## config.mk

```make
export PLATFORM = sky130hd
export DESIGN_NAME = touch_report_decoder_unit
export DESIGN_NICKNAME = d
export VERILOG_FILES = /design/src/rtl/trd_pkg.sv /design/src/rtl/trd_ctrl.sv /design/src/rtl/trd_datapath.sv /design/src/rtl/touch_report_decoder_unit.sv
export SDC_FILE = /design/constraint.sdc
export NUM_CORES = 1
export LEC_CHECK = 0
export ABC_AREA = 1
export BUFFER_PORTS_ARGS = -buffer_cell sky130_fd_sc_hd__buf_2
export CAP_MARGIN = 20
export CORE_MARGIN = 2
export CORE_UTILIZATION = 55
export CTS_BUF_LIST = sky130_fd_sc_hd__clkbuf_8
export DETAILED_ROUTE_END_ITERATION = 10
export MAX_ROUTING_LAYER = met4
export PLACE_DENSITY = 0.79
export SYNTH_ARGS = -nofsm -noshare
export SYNTH_HDL_FRONTEND = slang
export SYNTH_SLANG_ARGS = --single-unit
```

## constraint.sdc

```tcl
create_clock -name clock -period 4.47 [get_ports clock]
set_input_delay 0.894 -clock clock [delete_from_list [all_inputs] [get_ports clock]]
set_output_delay 0.894 -clock clock [all_outputs]
set_load 0.05 [all_outputs]
```

## src/rtl/trd_pkg.sv

```systemverilog
package trd_pkg;

   localparam int BYTE_W        = 8;
   localparam int COORD_W       = 16;
   localparam int ORIENT_W      = 2;
   localparam int CSR_INDEX_W   = 2;
   localparam int CSR_DATA_W    = 16;
   localparam int POINT_INDEX_W = 3;
   localparam int COUNT_W       = 4;
   localparam int RAW_W         = 32;
   localparam int POLL_W        = 8;
   localparam int POLL_MOD_W    = 4;

   // register indexes
   localparam logic [CSR_INDEX_W-1:0] CSR_ORIENTATION  = 2'd0;
   localparam logic [CSR_INDEX_W-1:0] CSR_PANEL_WIDTH  = 2'd1;
   localparam logic [CSR_INDEX_W-1:0] CSR_PANEL_HEIGHT = 2'd2;

   localparam logic [COORD_W-1:0] WIDTH_RESET  = 16'd800;
   localparam logic [COORD_W-1:0] HEIGHT_RESET = 16'd480;
   localparam logic [COORD_W-1:0] NO_TOUCH     = 16'hFFFF;

   // status byte codes
   localparam logic [BYTE_W-1:0]  STATUS_READY = 8'h80;
   localparam logic [BYTE_W-1:0]  REL_MASK     = 8'h8F;
   localparam logic [BYTE_W-1:0]  KEEP_MASK    = 8'hE0;
   localparam logic [BYTE_W-1:0]  CAUGHT_BITS  = 8'hC0;
   localparam int                 PRESSED_BIT  = 7;
   localparam logic [COUNT_W-1:0] CLEAR_LIMIT  = 4'd6;

   // poll counter
   localparam logic [POLL_W-1:0]     POLL_PERIOD     = 8'd10;
   localparam logic [POLL_MOD_W-1:0] POLL_MOD_TOP    = 4'd9;
   localparam logic [POLL_W-1:0]     POLL_WRAP_LIMIT = 8'd240;
   localparam logic [POLL_W-1:0]     POLL_RESTART    = 8'd10;

   typedef enum logic [ORIENT_W-1:0] {
      ORIENT_NATIVE,
      ORIENT_ROTATE,
      ORIENT_FLIP,
      ORIENT_ROTATE_BACK
   } orient_type;

   typedef enum logic [3:0] {
      OP_NONE,
      OP_SCAN,
      OP_BYTE,
      OP_RD_STAT,
      OP_CAP_STAT,
      OP_RD_ID,
      OP_CAP_ID,
      OP_BACKUP,
      OP_FETCH,
      OP_MAP,
      OP_CHECK,
      OP_RELEASE,
      OP_EMIT
   } dp_op_type;

   typedef struct packed {
      dp_op_type  op;
      logic [1:0] sub;    // byte within a coordinate pair
      logic       issue;  // launch a frame store read
      logic       cap;    // shift read byte into the raw pair
   } dp_cmd_type;

   typedef struct packed {
      logic out_free;  // output register can take a result
      logic frame_ok;  // count in read status byte is in range
      logic id_last;   // current track id is the last one
      logic slot_hit;  // current slot is flagged in the mask
   } dp_sts_type;

   typedef struct packed {
      logic [COORD_W-1:0]       point_y;
      logic [COORD_W-1:0]       point_x;
      logic [POINT_INDEX_W-1:0] point_index;
      logic [BYTE_W-1:0]        status_byte;
      logic                     touch_valid;
      logic                     clear_request;
      logic                     poll_request;
   } rsp_fields_type;

   localparam int RSP_ITEM_W  = $bits(rsp_fields_type);
   localparam int RSP_TDATA_W = ((RSP_ITEM_W + 7) / 8) * 8;

endpackage

```

## src/rtl/trd_ctrl.sv

```systemverilog
module trd_ctrl #(
   parameter int  MAX_POINTS = 5,
   localparam int IDX_W      = (MAX_POINTS > 1) ? $clog2(MAX_POINTS) : 1
) (
   input  logic                   clock,
   input  logic                   reset,
   input  logic                   req_tvalid,
   input  logic                   req_tuser,
   input  logic                   req_tlast,
   output logic                   req_tready,
   input  trd_pkg::dp_sts_type    sts,
   output trd_pkg::dp_cmd_type    cmd,
   output logic [IDX_W-1:0]       idx
);
   import trd_pkg::*;

   typedef enum logic [3:0] {
      S_IDLE,
      S_RD_STAT,
      S_CAP_STAT,
      S_RD_ID,
      S_CAP_ID,
      S_BACKUP,
      S_SEL,
      S_FETCH,
      S_MAP,
      S_CHECK,
      S_RELEASE,
      S_EMIT
   } state_type;

   localparam logic [IDX_W-1:0] LAST_SLOT   = IDX_W'(MAX_POINTS - 1);
   localparam logic [2:0]       FETCH_BEATS = 3'd4;

   state_type        state_ff, state_in;
   logic [IDX_W-1:0] idx_ff, idx_in;
   logic [2:0]       beat_ff, beat_in;
   logic             last_slot;

   assign last_slot = (idx_ff == LAST_SLOT);
   assign idx       = idx_ff;

   always_comb begin
      state_in   = state_ff;
      idx_in     = idx_ff;
      beat_in    = beat_ff;
      req_tready = 1'b0;
      cmd.op     = OP_NONE;
      cmd.sub    = beat_ff[1:0];
      cmd.issue  = 1'b0;
      cmd.cap    = 1'b0;
      case (state_ff)
         S_IDLE: begin
            req_tready = sts.out_free;
            if (req_tvalid && sts.out_free) begin
               if (!req_tuser) begin
                  cmd.op = OP_SCAN;
               end else begin
                  cmd.op = OP_BYTE;
                  if (req_tlast) begin
                     state_in = S_RD_STAT;
                  end
               end
            end
         end
         S_RD_STAT: begin
            cmd.op   = OP_RD_STAT;
            state_in = S_CAP_STAT;
         end
         S_CAP_STAT: begin
            cmd.op   = OP_CAP_STAT;
            idx_in   = '0;
            state_in = sts.frame_ok ? S_RD_ID : S_RELEASE;
         end
         S_RD_ID: begin
            cmd.op   = OP_RD_ID;
            state_in = S_CAP_ID;
         end
         S_CAP_ID: begin
            cmd.op = OP_CAP_ID;
            if (sts.id_last) begin
               idx_in   = '0;
               state_in = S_BACKUP;
            end else begin
               idx_in   = idx_ff + IDX_W'(1);
               state_in = S_RD_ID;
            end
         end
         S_BACKUP: begin
            cmd.op   = OP_BACKUP;
            state_in = S_SEL;
         end
         S_SEL: begin
            if (sts.slot_hit) begin
               beat_in  = '0;
               state_in = S_FETCH;
            end else if (last_slot) begin
               state_in = S_CHECK;
            end else begin
               idx_in = idx_ff + IDX_W'(1);
            end
         end
         S_FETCH: begin
            cmd.op    = OP_FETCH;
            cmd.issue = (beat_ff < FETCH_BEATS);
            cmd.cap   = (beat_ff != 3'd0);
            if (beat_ff == FETCH_BEATS) begin
               state_in = S_MAP;
            end else begin
               beat_in = beat_ff + 3'd1;
            end
         end
         S_MAP: begin
            cmd.op = OP_MAP;
            if (last_slot) begin
               state_in = S_CHECK;
            end else begin
               idx_in   = idx_ff + IDX_W'(1);
               state_in = S_SEL;
            end
         end
         S_CHECK: begin
            cmd.op   = OP_CHECK;
            state_in = S_RELEASE;
         end
         S_RELEASE: begin
            cmd.op   = OP_RELEASE;
            idx_in   = '0;
            state_in = S_EMIT;
         end
         S_EMIT: begin
            if (sts.out_free) begin
               cmd.op = OP_EMIT;
               if (last_slot) begin
                  state_in = S_IDLE;
               end else begin
                  idx_in = idx_ff + IDX_W'(1);
               end
            end
         end
         default: begin
            state_in = S_IDLE;
         end
      endcase
   end

   always_ff @(posedge clock) begin
      if (reset) begin
         state_ff <= S_IDLE;
         idx_ff   <= '0;
         beat_ff  <= '0;
      end else begin
         state_ff <= state_in;
         idx_ff   <= idx_in;
         beat_ff  <= beat_in;
      end
   end

endmodule

```

## src/rtl/trd_datapath.sv

```systemverilog
module trd_datapath #(
   parameter int  MAX_POINTS  = 5,
   parameter int  FRAME_BYTES = 42,
   localparam int IDX_W       = (MAX_POINTS > 1) ? $clog2(MAX_POINTS) : 1,
   localparam int ADDR_W      = $clog2(FRAME_BYTES),
   localparam int CNT_W       = $clog2(FRAME_BYTES + 1)
) (
   input  logic                                  clock,
   input  logic                                  reset,
   input  logic [trd_pkg::BYTE_W-1:0]            in_byte,
   input  logic                                  in_last,
   input  logic                                  csr_valid,
   input  logic [trd_pkg::CSR_INDEX_W-1:0]       csr_index,
   input  logic [trd_pkg::CSR_DATA_W-1:0]        csr_data,
   input  trd_pkg::dp_cmd_type                   cmd,
   input  logic [IDX_W-1:0]                      idx,
   output trd_pkg::dp_sts_type                   sts,
   output logic                                  rsp_tvalid,
   input  logic                                  rsp_tready,
   output logic [trd_pkg::RSP_TDATA_W-1:0]       rsp_tdata,
   output logic                                  rsp_tlast
);
   import trd_pkg::*;

   localparam int               ONE_SLOT    = 1 % MAX_POINTS;
   localparam int               BACKUP_SLOT = MAX_POINTS - 1;
   localparam logic [IDX_W-1:0] LAST_SLOT   = IDX_W'(MAX_POINTS - 1);

   // configuration
   orient_type           orient_ff;
   logic [COORD_W-1:0]   width_ff;
   logic [COORD_W-1:0]   height_ff;

   // frame store
   logic [BYTE_W-1:0]    frame_mem [FRAME_BYTES];
   logic [CNT_W-1:0]     bcnt_ff;
   logic [BYTE_W-1:0]    rd_data_ff;
   logic                 rd_en;
   logic [ADDR_W-1:0]    rd_addr;
   logic [ADDR_W-1:0]    slot_base;

   // decode state
   logic [BYTE_W-1:0]     s_ff;
   logic                  forced_ff;
   logic [MAX_POINTS-1:0] mask_ff;
   logic [BYTE_W-1:0]     status_ff;
   logic [BYTE_W-1:0]     saved_ff;
   logic [RAW_W-1:0]      raw_ff;
   logic [COORD_W-1:0]    pt_x_ff [MAX_POINTS];
   logic [COORD_W-1:0]    pt_y_ff [MAX_POINTS];
   logic [POLL_W-1:0]     pc_ff;
   logic [POLL_MOD_W-1:0] mod_ff;

   // output register
   logic                  rsp_vld_ff;
   rsp_fields_type        rsp_item_ff;
   logic                  rsp_last_ff;

   logic [MAX_POINTS-1:0] slot_bits;
   logic [COORD_W-1:0]    rx, ry, mx, my;
   logic                  bad_first, multi, rollback, release_hit;
   logic [BYTE_W-1:0]     eff_s;
   logic [POLL_W-1:0]     pc_inc;
   logic [POLL_MOD_W-1:0] mod_inc;
   logic                  poll, wrap, id_ok;
   rsp_fields_type        scan_item, emit_item;

   function automatic logic count_ok(input logic [COUNT_W-1:0] n);
      return (n != '0) && (n <= COUNT_W'(MAX_POINTS));
   endfunction

   // ---- read address ----
   assign slot_base = ADDR_W'(idx) << 3;

   always_comb begin
      rd_en   = 1'b0;
      rd_addr = '0;
      case (cmd.op)
         OP_RD_STAT: begin
            rd_en = 1'b1;
         end
         OP_RD_ID: begin
            rd_en   = 1'b1;
            rd_addr = slot_base + ADDR_W'(1);
         end
         OP_FETCH: begin
            rd_en   = cmd.issue;
            rd_addr = slot_base + ADDR_W'(2) + ADDR_W'(cmd.sub);
         end
         default: begin
            rd_en = 1'b0;
         end
      endcase
   end

   always_ff @(posedge clock) begin
      if (cmd.op == OP_BYTE && bcnt_ff < CNT_W'(FRAME_BYTES)) begin
         frame_mem[bcnt_ff[ADDR_W-1:0]] <= in_byte;
      end
      if (rd_en) begin
         rd_data_ff <= frame_mem[rd_addr];
      end
   end

   // ---- status to controller ----
   assign slot_bits    = status_ff[MAX_POINTS-1:0];
   assign sts.out_free = !rsp_vld_ff || rsp_tready;
   assign sts.frame_ok = count_ok(rd_data_ff[COUNT_W-1:0]);
   assign sts.id_last  = (COUNT_W'(idx) + COUNT_W'(1)) == s_ff[COUNT_W-1:0];
   assign sts.slot_hit = slot_bits[idx];

   // ---- coordinate mapping ----
   assign rx = raw_ff[COORD_W-1:0];
   assign ry = raw_ff[RAW_W-1:COORD_W];

   always_comb begin
      case (orient_ff)
         ORIENT_NATIVE: begin
            mx = rx;
            my = ry;
         end
         ORIENT_ROTATE: begin
            mx = ry;
            my = height_ff - rx;
         end
         ORIENT_FLIP: begin
            mx = width_ff - rx;
            my = height_ff - ry;
         end
         ORIENT_ROTATE_BACK: begin
            mx = width_ff - ry;
            my = rx;
         end
         default: begin
            mx = rx;
            my = ry;
         end
      endcase
   end

   // ---- first point check and release ----
   assign id_ok       = rd_data_ff < BYTE_W'(MAX_POINTS);
   assign bad_first   = (pt_x_ff[0] > width_ff) || (pt_y_ff[0] > height_ff);
   assign multi       = s_ff[COUNT_W-1:0] > COUNT_W'(1);
   assign rollback    = bad_first && !multi;
   assign eff_s       = forced_ff ? STATUS_READY : s_ff;
   assign release_hit = (eff_s & REL_MASK) == STATUS_READY;

   // ---- poll counter; mod_ff tracks pc_ff modulo ten ----
   assign pc_inc  = pc_ff + POLL_W'(1);
   assign mod_inc = (mod_ff == POLL_MOD_TOP) ? '0 : mod_ff + POLL_MOD_W'(1);
   assign poll    = (mod_inc == '0) || (pc_inc < POLL_PERIOD);
   assign wrap    = pc_inc > POLL_WRAP_LIMIT;

   // ---- result items ----
   always_comb begin
      scan_item              = '0;
      scan_item.poll_request = poll;
      emit_item.poll_request  = 1'b0;
      emit_item.clear_request = s_ff[PRESSED_BIT] && (s_ff[COUNT_W-1:0] < CLEAR_LIMIT);
      emit_item.touch_valid   = count_ok(s_ff[COUNT_W-1:0]);
      emit_item.status_byte   = status_ff;
      emit_item.point_index   = POINT_INDEX_W'(idx);
      emit_item.point_x       = pt_x_ff[idx];
      emit_item.point_y       = pt_y_ff[idx];
   end

   // ---- registers with reset ----
   always_ff @(posedge clock) begin
      if (reset) begin
         orient_ff  <= ORIENT_NATIVE;
         width_ff   <= WIDTH_RESET;
         height_ff  <= HEIGHT_RESET;
         bcnt_ff    <= '0;
         status_ff  <= '0;
         pc_ff      <= '0;
         mod_ff     <= '0;
         rsp_vld_ff <= 1'b0;
         for (int i = 0; i < MAX_POINTS; i++) begin
            pt_x_ff[i] <= '0;
            pt_y_ff[i] <= '0;
         end
      end else begin
         if (csr_valid) begin
            case (csr_index)
               CSR_ORIENTATION:  orient_ff <= orient_type'(csr_data[ORIENT_W-1:0]);
               CSR_PANEL_WIDTH:  width_ff  <= csr_data;
               CSR_PANEL_HEIGHT: height_ff <= csr_data;
               default: ;
            endcase
         end

         if (cmd.op == OP_SCAN || cmd.op == OP_EMIT) begin
            rsp_vld_ff <= 1'b1;
         end else if (rsp_tready) begin
            rsp_vld_ff <= 1'b0;
         end

         case (cmd.op)
            OP_SCAN: begin
               pc_ff  <= wrap ? POLL_RESTART : pc_inc;
               mod_ff <= wrap ? '0 : mod_inc;
            end
            OP_BYTE: begin
               if (in_last) begin
                  bcnt_ff <= '0;
               end else if (bcnt_ff < CNT_W'(FRAME_BYTES)) begin
                  bcnt_ff <= bcnt_ff + CNT_W'(1);
               end
            end
            OP_BACKUP: begin
               status_ff            <= CAUGHT_BITS | BYTE_W'(mask_ff);
               pt_x_ff[BACKUP_SLOT] <= pt_x_ff[0];
               pt_y_ff[BACKUP_SLOT] <= pt_y_ff[0];
            end
            OP_MAP: begin
               pt_x_ff[idx] <= mx;
               pt_y_ff[idx] <= my;
            end
            OP_CHECK: begin
               if (rollback) begin
                  pt_x_ff[0] <= pt_x_ff[BACKUP_SLOT];
                  pt_y_ff[0] <= pt_y_ff[BACKUP_SLOT];
                  status_ff  <= saved_ff;
               end else begin
                  if (bad_first) begin
                     pt_x_ff[0] <= pt_x_ff[ONE_SLOT];
                     pt_y_ff[0] <= pt_y_ff[ONE_SLOT];
                  end
                  pc_ff  <= '0;
                  mod_ff <= '0;
               end
            end
            OP_RELEASE: begin
               if (release_hit) begin
                  if (status_ff[PRESSED_BIT]) begin
                     status_ff[PRESSED_BIT] <= 1'b0;
                  end else begin
                     pt_x_ff[0] <= NO_TOUCH;
                     pt_y_ff[0] <= NO_TOUCH;
                     status_ff  <= status_ff & KEEP_MASK;
                  end
               end
            end
            default: ;
         endcase
      end
   end

   // ---- payload registers ----
   always_ff @(posedge clock) begin
      case (cmd.op)
         OP_SCAN: begin
            rsp_item_ff <= scan_item;
            rsp_last_ff <= 1'b1;
         end
         OP_EMIT: begin
            rsp_item_ff <= emit_item;
            rsp_last_ff <= (idx == LAST_SLOT);
         end
         OP_CAP_STAT: begin
            s_ff      <= rd_data_ff;
            forced_ff <= 1'b0;
            mask_ff   <= '0;
         end
         OP_CAP_ID: begin
            if (id_ok) begin
               mask_ff[rd_data_ff[IDX_W-1:0]] <= 1'b1;
            end
         end
         OP_BACKUP: begin
            saved_ff <= status_ff;
         end
         OP_FETCH: begin
            if (cmd.cap) begin
               raw_ff <= {rd_data_ff, raw_ff[RAW_W-1:BYTE_W]};
            end
         end
         OP_CHECK: begin
            if (rollback) begin
               forced_ff <= 1'b1;
            end
         end
         default: ;
      endcase
   end

   assign rsp_tvalid = rsp_vld_ff;
   assign rsp_tlast  = rsp_last_ff;
   assign rsp_tdata  = {{(RSP_TDATA_W - RSP_ITEM_W){1'b0}}, rsp_item_ff};

endmodule

```

## src/rtl/touch_report_decoder_unit.sv

```systemverilog
// Touch point report decoder. Each req transaction is either a scan event
// (tuser 0) or one byte of a report frame (tuser 1, tlast on the final byte).
// A scan event returns one result in the next cycle, whose poll_request says
// whether to read a frame now: every call while the poll counter is below
// ten, then every tenth. Report bytes are taken one per cycle, while the
// output register is free, into a frame store of FRAME_BYTES entries; extra
// bytes are dropped. The final byte starts a decode run by the sequencer,
// which holds off req transactions until the run has delivered its
// MAX_POINTS results. The run reads the status byte; if its count is in
// range, it reads each track id, makes the backup copy, fetches and maps
// each flagged slot, skips each empty one and does the first point check,
// then releases and emits one result per cycle while rsp is ready. The frame
// store is read one byte at a time. A stalled result sits in the output
// register and blocks the next one. Configuration writes are always accepted
// (csr_ready is tied high) and must only be issued while the block is idle.
// The frame store has no reset and holds old bytes until overwritten.
module touch_report_decoder_unit #(
   parameter int MAX_POINTS  = 5,
   parameter int FRAME_BYTES = 42
) (
   input  logic                              clock,
   input  logic                              reset,
   // input channel
   input  logic                              req_tvalid,
   output logic                              req_tready,
   input  logic [trd_pkg::BYTE_W-1:0]        req_tdata,   // [7:0] data_byte
   input  logic                              req_tuser,   // [0] cmd
   input  logic                              req_tlast,   // last_byte
   // result channel
   output logic                              rsp_tvalid,
   input  logic                              rsp_tready,
   // [0] poll_request, [1] clear_request, [2] touch_valid, [10:3] status_byte,
   // [13:11] point_index, [29:14] point_x, [45:30] point_y, [47:46] zero
   output logic [trd_pkg::RSP_TDATA_W-1:0]   rsp_tdata,
   output logic                              rsp_tlast,   // last_point
   // configuration write channel
   input  logic                              csr_valid,
   output logic                              csr_ready,
   input  logic [trd_pkg::CSR_INDEX_W-1:0]   csr_index,
   input  logic [trd_pkg::CSR_DATA_W-1:0]    csr_data
);
   import trd_pkg::*;

   localparam int IDX_W = (MAX_POINTS > 1) ? $clog2(MAX_POINTS) : 1;

   dp_cmd_type       cmd;
   dp_sts_type       sts;
   logic [IDX_W-1:0] idx;

   assign csr_ready = 1'b1;

   // sequencer: accepts transactions and steps the decode run
   trd_ctrl #(
      .MAX_POINTS (MAX_POINTS)
   ) u_ctrl (
      .clock      (clock),
      .reset      (reset),
      .req_tvalid (req_tvalid),
      .req_tuser  (req_tuser),
      .req_tlast  (req_tlast),
      .req_tready (req_tready),
      .sts        (sts),
      .cmd        (cmd),
      .idx        (idx)
   );

   // frame store, point registers, poll counter and output register
   trd_datapath #(
      .MAX_POINTS  (MAX_POINTS),
      .FRAME_BYTES (FRAME_BYTES)
   ) u_datapath (
      .clock      (clock),
      .reset      (reset),
      .in_byte    (req_tdata),
      .in_last    (req_tlast),
      .csr_valid  (csr_valid),
      .csr_index  (csr_index),
      .csr_data   (csr_data),
      .cmd        (cmd),
      .idx        (idx),
      .sts        (sts),
      .rsp_tvalid (rsp_tvalid),
      .rsp_tready (rsp_tready),
      .rsp_tdata  (rsp_tdata),
      .rsp_tlast  (rsp_tlast)
   );

endmodule

```

==> impl_metrics.tcl, run 1 <==
set metrics [dict create \
    status "finished clean" \
    via_per_inst 5.94 \
    fp-row-count 90 \
    async_flop_share_pct 0 \
    grt_pass1_vias 24700 \
    reg2reg_from "u_datapath.orient_ff[0]$_SDFFE_PP0P_" \
    end_kind "flip-flop" \
    synth_warnings 0 \
    yosysSeqAreaShare_pct 59.7 \
    hold_path.class "flip-flop to flip-flop" \
    io_buffer_count 81 \
    ios 85 \
    clockBufferDepth 3 \
    fin_ws_ns 0.620 \
    grt_max_degree 185 \
    leakagePower_nw 14.2 \
    hold_viol 0 \
    rrSetupSlack_ns 0.62 \
    ys_ff_latch 692 \
    min-delay-start "u_datapath.status_ff[1]$_SDFFE_PP0P_" \
    die_area_um2 63100 \
    grt_pass1_wl_mm 141 \
    detail_route.wirelength_mm 93.0 \
    clk_pin_slew_ns 0.07 \
    yosysMostFrequentCell "nand2_1" \
    vias 26400 \
    first_iter_violations 3509 \
    cts_hold_buffers 0 \
    cap_violations 0 \
    dr.pass1.iters 6 \
    slew_headroom_pct 26.7 \
    core_area_um2 60400 \
    fmax_ghz 0.260 \
    gp_congestion 1.00 \
    cts_tree "done" \
    ctsResizeCount 0 \
    clock_skew_ns 0.0549 \
    start_util_pct 55.7 \
    crit_arrival_ns 4.31 \
    pre_cts_slack_ns 0.663 \
    final_util_pct 61.0 \
    crit_required_ns 4.93 \
    dieWidth_um 251 \
    powerDensity_nw_per_um2 435 \
    postCtsSetupRepairBufs 0 \
    place_hpwl_mm 59.7 \
    ys.flop_type "edfxtp_1" \
    ant_nets 0 \
    max_slew.worst_pin.slew_ns 1.10 \
    vdd_drop_max_mv 0.342 \
    grt_overflow_total 0 \
    crit_path_max_fanout 33 \
    grt_antenna_before_repair 2 \
    synth-edff-count 618 \
    post_drt_wl_per_cell_um 20.9 \
    yosysTopAreaCell "edfxtp_1" \
    drc 0 \
    setup-tns-final_ns 0 \
    finalCritPeriodShare_pct 86.1 \
    rsz0062_at_grt "no" \
    crit_type "flip-flop to flip-flop" \
    ys_top_cells_by_count "nand2_1, edfxtp_1, nor2_1" \
    areaGrowthSynthToFinish_pct 9.58 \
    period_needed_ns 3.85 \
    syn_inst 3491 \
    synth_area_um2 33600 \
    clock_latency_ns 0.74 \
    ys_types 52 \
    avgSynthCellArea_um2 9.62 \
    groute.usage.overall_pct 30.1 \
    htreeDepth 3 \
    root_buffer "clkbuf_8" \
    clkSinkCount 692 \
    setup_viol 0 \
    cp-startpoint "u_datapath.orient_ff[0]$_SDFFE_PP0P_" \
    drive_gt1_share_pct 11.3 \
    holdWs_ns 0.430 \
    nets 3676 \
    slew_viol_final 0 \
    ys_top_cells_by_area "edfxtp_1, nand2_1, nor2_1, dfxtp_1, nand3_1" \
    cp-start-kind "flip-flop" \
    numCtsBuffers 110 \
    die_y_um 251 \
    synth_top_area_share_pct 55.2 \
]
-- report_power, final --
part	internal [mW]	total [mW]	switching, mW	leakage, nW
clock	2.73	5.26	2.54	1.21
combinational	0.818	3.01	2.19	6.61
sequential	7.46	7.75	0.294	6.41
total	11.0	16.0	5.02	14.2
-- cells in the final DEF, fill, tap and decap left out, drive strengths merged, types with 4 or more instances in the layout --
master    count
clkinvlp      5
ha           74
edfxtp      618
bufinv        6
nand3b        7
o32ai        55
buf         141
xor2          6
dfxtp        74
inv         370
and2          4
clkinv       46
nor2        509
nor3         18
nand2       709
nand3       272
nand4        64
o211ai       90
clkbuf      115
a21oi       182
o21ai       228
or2          31
-- flip-flops by register name, indices dropped and copies added (netlist names), 16 cells and up, named ones only --
signal,flops
u_datapath.frame_mem,256
u_datapath.height_ff,16
u_datapath.width_ff,16
u_datapath.pt_x_ff,128
u_datapath.pt_y_ff,128
u_datapath.raw_ff,32
u_datapath.rsp_tdata,46
-- cell type report --
| cell class | count | area, um^2 |
|---|---|---|
| Antenna cell | 2 | 5.00 |
| Clock buffer | 114 | 1570 |
| Clock inverter | 89 | 558 |
| Fill cell | 4874 | 23500 |
| Inverter | 338 | 1270 |
| Multi-Input combinational cell | 2283 | 11500 |
| Sequential cell | 692 | 20000 |
| Tap cell | 782 | 978 |
| Timing Repair Buffer | 142 | 913 |
-- final timing paths --
check	end	cells past startpoint
min reg2reg	u_datapath.saved_ff[1]$_DFFE_PP_	0
min	u_datapath.saved_ff[1]$_DFFE_PP_	0
max	u_datapath.pt_y_ff[5][14]$_DFFE_PP_	19
max reg2reg	u_datapath.pt_y_ff[5][14]$_DFFE_PP_	19
-- routing by layer --
metal | share of wire [%] | GRT usage [%] | vias to the layer above
met4 | 3.2 | 10.6 | 0
met5 | 0 | - | -
li1 | - | - | 12200
met3 | 12 | 6.60 | 216
met1 | 40 | 40.9 | 12400
met2 | 45 | 44.9 | 1604
-- worst max-delay path, stage by stage, from the launching register on --
cell and delay (ns):
dfxtp_1 0.33, inv_1 0.10, ha_1 0.89, o21ai_0 0.24
ha_1 0.27, fa_1 0.36, inv_1 0.14, nand3_1 0.09
nand3_1 0.19, nand2_1 0.11, nand2_1 0.13, nand2_1 0.08
nand2_1 0.06, nand2_1 0.04, nand3_1 0.07, nand2_1 0.06
nand2_1 0.11, nand3_2 0.09, nand2_2 0.13, inv_1 0.09
-- cells by family (layout without fill, tap and decap cells) --
logic type                 Yosys count  after routing  share of synthesized area, %
and+or+nand+nor                   1618           1618                          20.7
other                                2              5                        0.0224
buffers and inverters              517            683                          6.33
xor gates and xnor gates             9              9                         0.235
adders and majority gates           76             76                          2.88
AOI/OAI and AO/OA                  577            577                          10.2
DFF                                692            692                          59.7
-- stage by stage --
step / power, mW / std cells / area, um^2
6_report: 16.0 / 4442 / 36800
5_1_grt: 16.6 / 4442 / 36800
4_1_cts: 16.0 / 4437 / 36700
3_5_place_dp: 10.8 / 4234 / 34600
3_3_place_gp: 10.7 / 4234 / 34600
2_1_floorplan: 9.92 / 3492 / 33600
(Power assumes the default switching activity.)
==> run 2, diff against run 1 <==
Settings changed: CORE_UTILIZATION 55 to 59, PLACE_DENSITY 0.79 to 0.84.
==> impl_metrics.tcl, run 2 (synthesis results as in run 1) <==
set metrics [dict create \
    status "finished clean" \
    grt_antenna_before_repair 5 \
    dieWidth_um 243 \
    drive_gt1_share_pct 10.7 \
    leakagePower_nw 14.1 \
    final_cell_mix "nand2_1, edfxtp_1, nor2_1, inv_1, nand3_1" \
    cts_tree "done" \
    min-delay-start "csr_data[7]" \
    end_kind "flip-flop" \
    holdWs_ns 0.428 \
    vias 26800 \
    period_needed_ns 3.82 \
    final_common_cell "nand2_1" \
    root_buffer "clkbuf_8" \
    htreeDepth 3 \
    max_stage_delay_ns 0.82 \
    cts_hold_buffers 0 \
    crit_type "flip-flop to flip-flop" \
    first_iter_violations 3784 \
    holdPathStages 3 \
    path_cells "inv_1, ha_1, o21ai_0, ha_1, nand2_1, inv_1, a21oi_1, nor2_1, nor2_1, nand3b_1, nand3_1, nand2_1, nand2_1, nand3_1, nand2_1, inv_1" \
    powerDensity_nw_per_um2 430 \
    setup_viol 0 \
    ios 85 \
    fp-row-count 87 \
    nets 3662 \
    max_slew.worst_pin.slew_ns 1.06 \
    dr.pass1.iters 8 \
    start_util_pct 59.6 \
    hold_path_end "u_datapath.height_ff[7]$_SDFFE_PP1P_" \
    grt_pass1_vias 25500 \
    crit_path_max_fanout 33 \
    areaGrowthSynthToFinish_pct 8.82 \
    groute.usage.overall_pct 31.8 \
    fmax_ghz 0.262 \
    grt_max_degree 149 \
    post_drt_wl_per_cell_um 20.8 \
    hold_path.class "input port to flip-flop" \
    reg2reg_from "u_datapath.orient_ff[0]$_SDFFE_PP0P_" \
    setup-tns-final_ns 0 \
    slew_headroom_pct 29.4 \
    vdd_drop_max_mv 0.362 \
    drc 0 \
    cp-start-kind "flip-flop" \
    grt_overflow_total 0 \
    clockBufferDepth 3 \
    gp_congestion 1.05 \
    clk_pin_slew_ns 0.06 \
    final_util_pct 64.8 \
    largest_reg_flops 256 \
    rrSetupSlack_ns 0.65 \
    crit_required_ns 4.95 \
    reg2reg_to "u_datapath.pt_y_ff[6][15]$_DFFE_PP_" \
    postCtsSetupRepairBufs 0 \
    crit_arrival_ns 4.30 \
    worst-path-buf-inv 3 \
    place_area_um2 34500 \
    cp_common_cell "nand2_1" \
    slew_viol_final 0 \
    reg2regPathDepth 16 \
    clock_skew_ns 0.0616 \
    cap_violations 0 \
    via_per_inst 6.09 \
    clkSinkCount 692 \
    detail_route.wirelength_mm 91.4 \
    rsz0062_at_grt "no" \
    critPathSlowestCell "ha_1" \
    die_area_um2 58900 \
    hold_viol 0 \
    grt_pass1_wl_mm 141 \
    finalInstanceArea_um2 36600 \
    ant_nets 0 \
    place_hpwl_mm 58.3 \
    die_y_um 243 \
    clock_latency_ns 0.76 \
    core_area_um2 56400 \
    ctsResizeCount 0 \
    io_buffer_count 81 \
    numCtsBuffers 106 \
    finalCritPeriodShare_pct 85.4 \
    critical_path.top_delay_family "adder cells" \
]
-- run 2: cell count changes in the layout (fill, tap and decap cells not counted), moves of 3 or more --
cell and change:
inv_1 +16, clkinv_2 -12, buf_4 -9, clkinv_1 -8
bufinv_16 -5, clkinvlp_4 -3, diode_2 +3, inv_8 +3
-- run 2: stage by stage --
step	setup WS (ns)	power [mW]	instances
6_report	0.651	15.7	4402
5_1_grt	0.344	16.3	4402
4_1_cts	0.789	15.7	4396
3_5_place_dp	0.806	10.8	4200
3_3_place_gp	0.879	10.7	4200
2_1_floorplan	0.302	9.92	3492
-- run 2: worst max path at each step --
stage                                                 start                                   to  slack, ns  cells after the start
floorplan           u_datapath.pt_y_ff[0][11]$_SDFFCE_PN0P_   u_datapath.pt_x_ff[5][0]$_DFFE_PP_       0.30                     10
global placement       u_datapath.orient_ff[0]$_SDFFE_PP0P_  u_datapath.pt_y_ff[5][15]$_DFFE_PP_       0.88                     16
detailed placement     u_datapath.orient_ff[0]$_SDFFE_PP0P_  u_datapath.pt_y_ff[6][15]$_DFFE_PP_       0.81                     16
CTS                    u_datapath.orient_ff[0]$_SDFFE_PP0P_  u_datapath.pt_y_ff[6][15]$_DFFE_PP_       0.79                     16
global route           u_datapath.orient_ff[0]$_SDFFE_PP0P_  u_datapath.pt_y_ff[7][15]$_DFFE_PP_       0.34                     16
finish                 u_datapath.orient_ff[0]$_SDFFE_PP0P_  u_datapath.pt_y_ff[6][15]$_DFFE_PP_       0.65                     16
-- run 2: metal layers --
layer / wire (um) / GRT usage [%]
met4: 3760 / 13.9
met3: 12400 / 7.72
met1: 34600 / 42.4
met5: 0 / -
met2: 40700 / 46.7
-- run 2: area by class of cell --
cell class / instances / area [um^2]
clock buffers: 116 / 1600
diodes: 5 / 12.5
multi-input cells: 2283 / 11500
inverters: 338 / 1270
flip-flops and latches: 692 / 20000
well taps: 756 / 946
clock inverters: 80 / 400
repair buffers: 132 / 811
fillers: 4322 / 19800
-- run 2: where the power goes --
| part | leakage (nW) | internal, mW | switching, mW |
|---|---|---|---|
| sequential | 6.41 | 7.46 | 0.301 |
| combinational | 6.54 | 0.805 | 2.18 |
| clock | 1.19 | 2.46 | 2.51 |
-- run 2: worst min-delay path, stage by stage --
cell and delay [ns]:
buf_2 0.12, nand2_1 0.06, o211ai_1 0.08
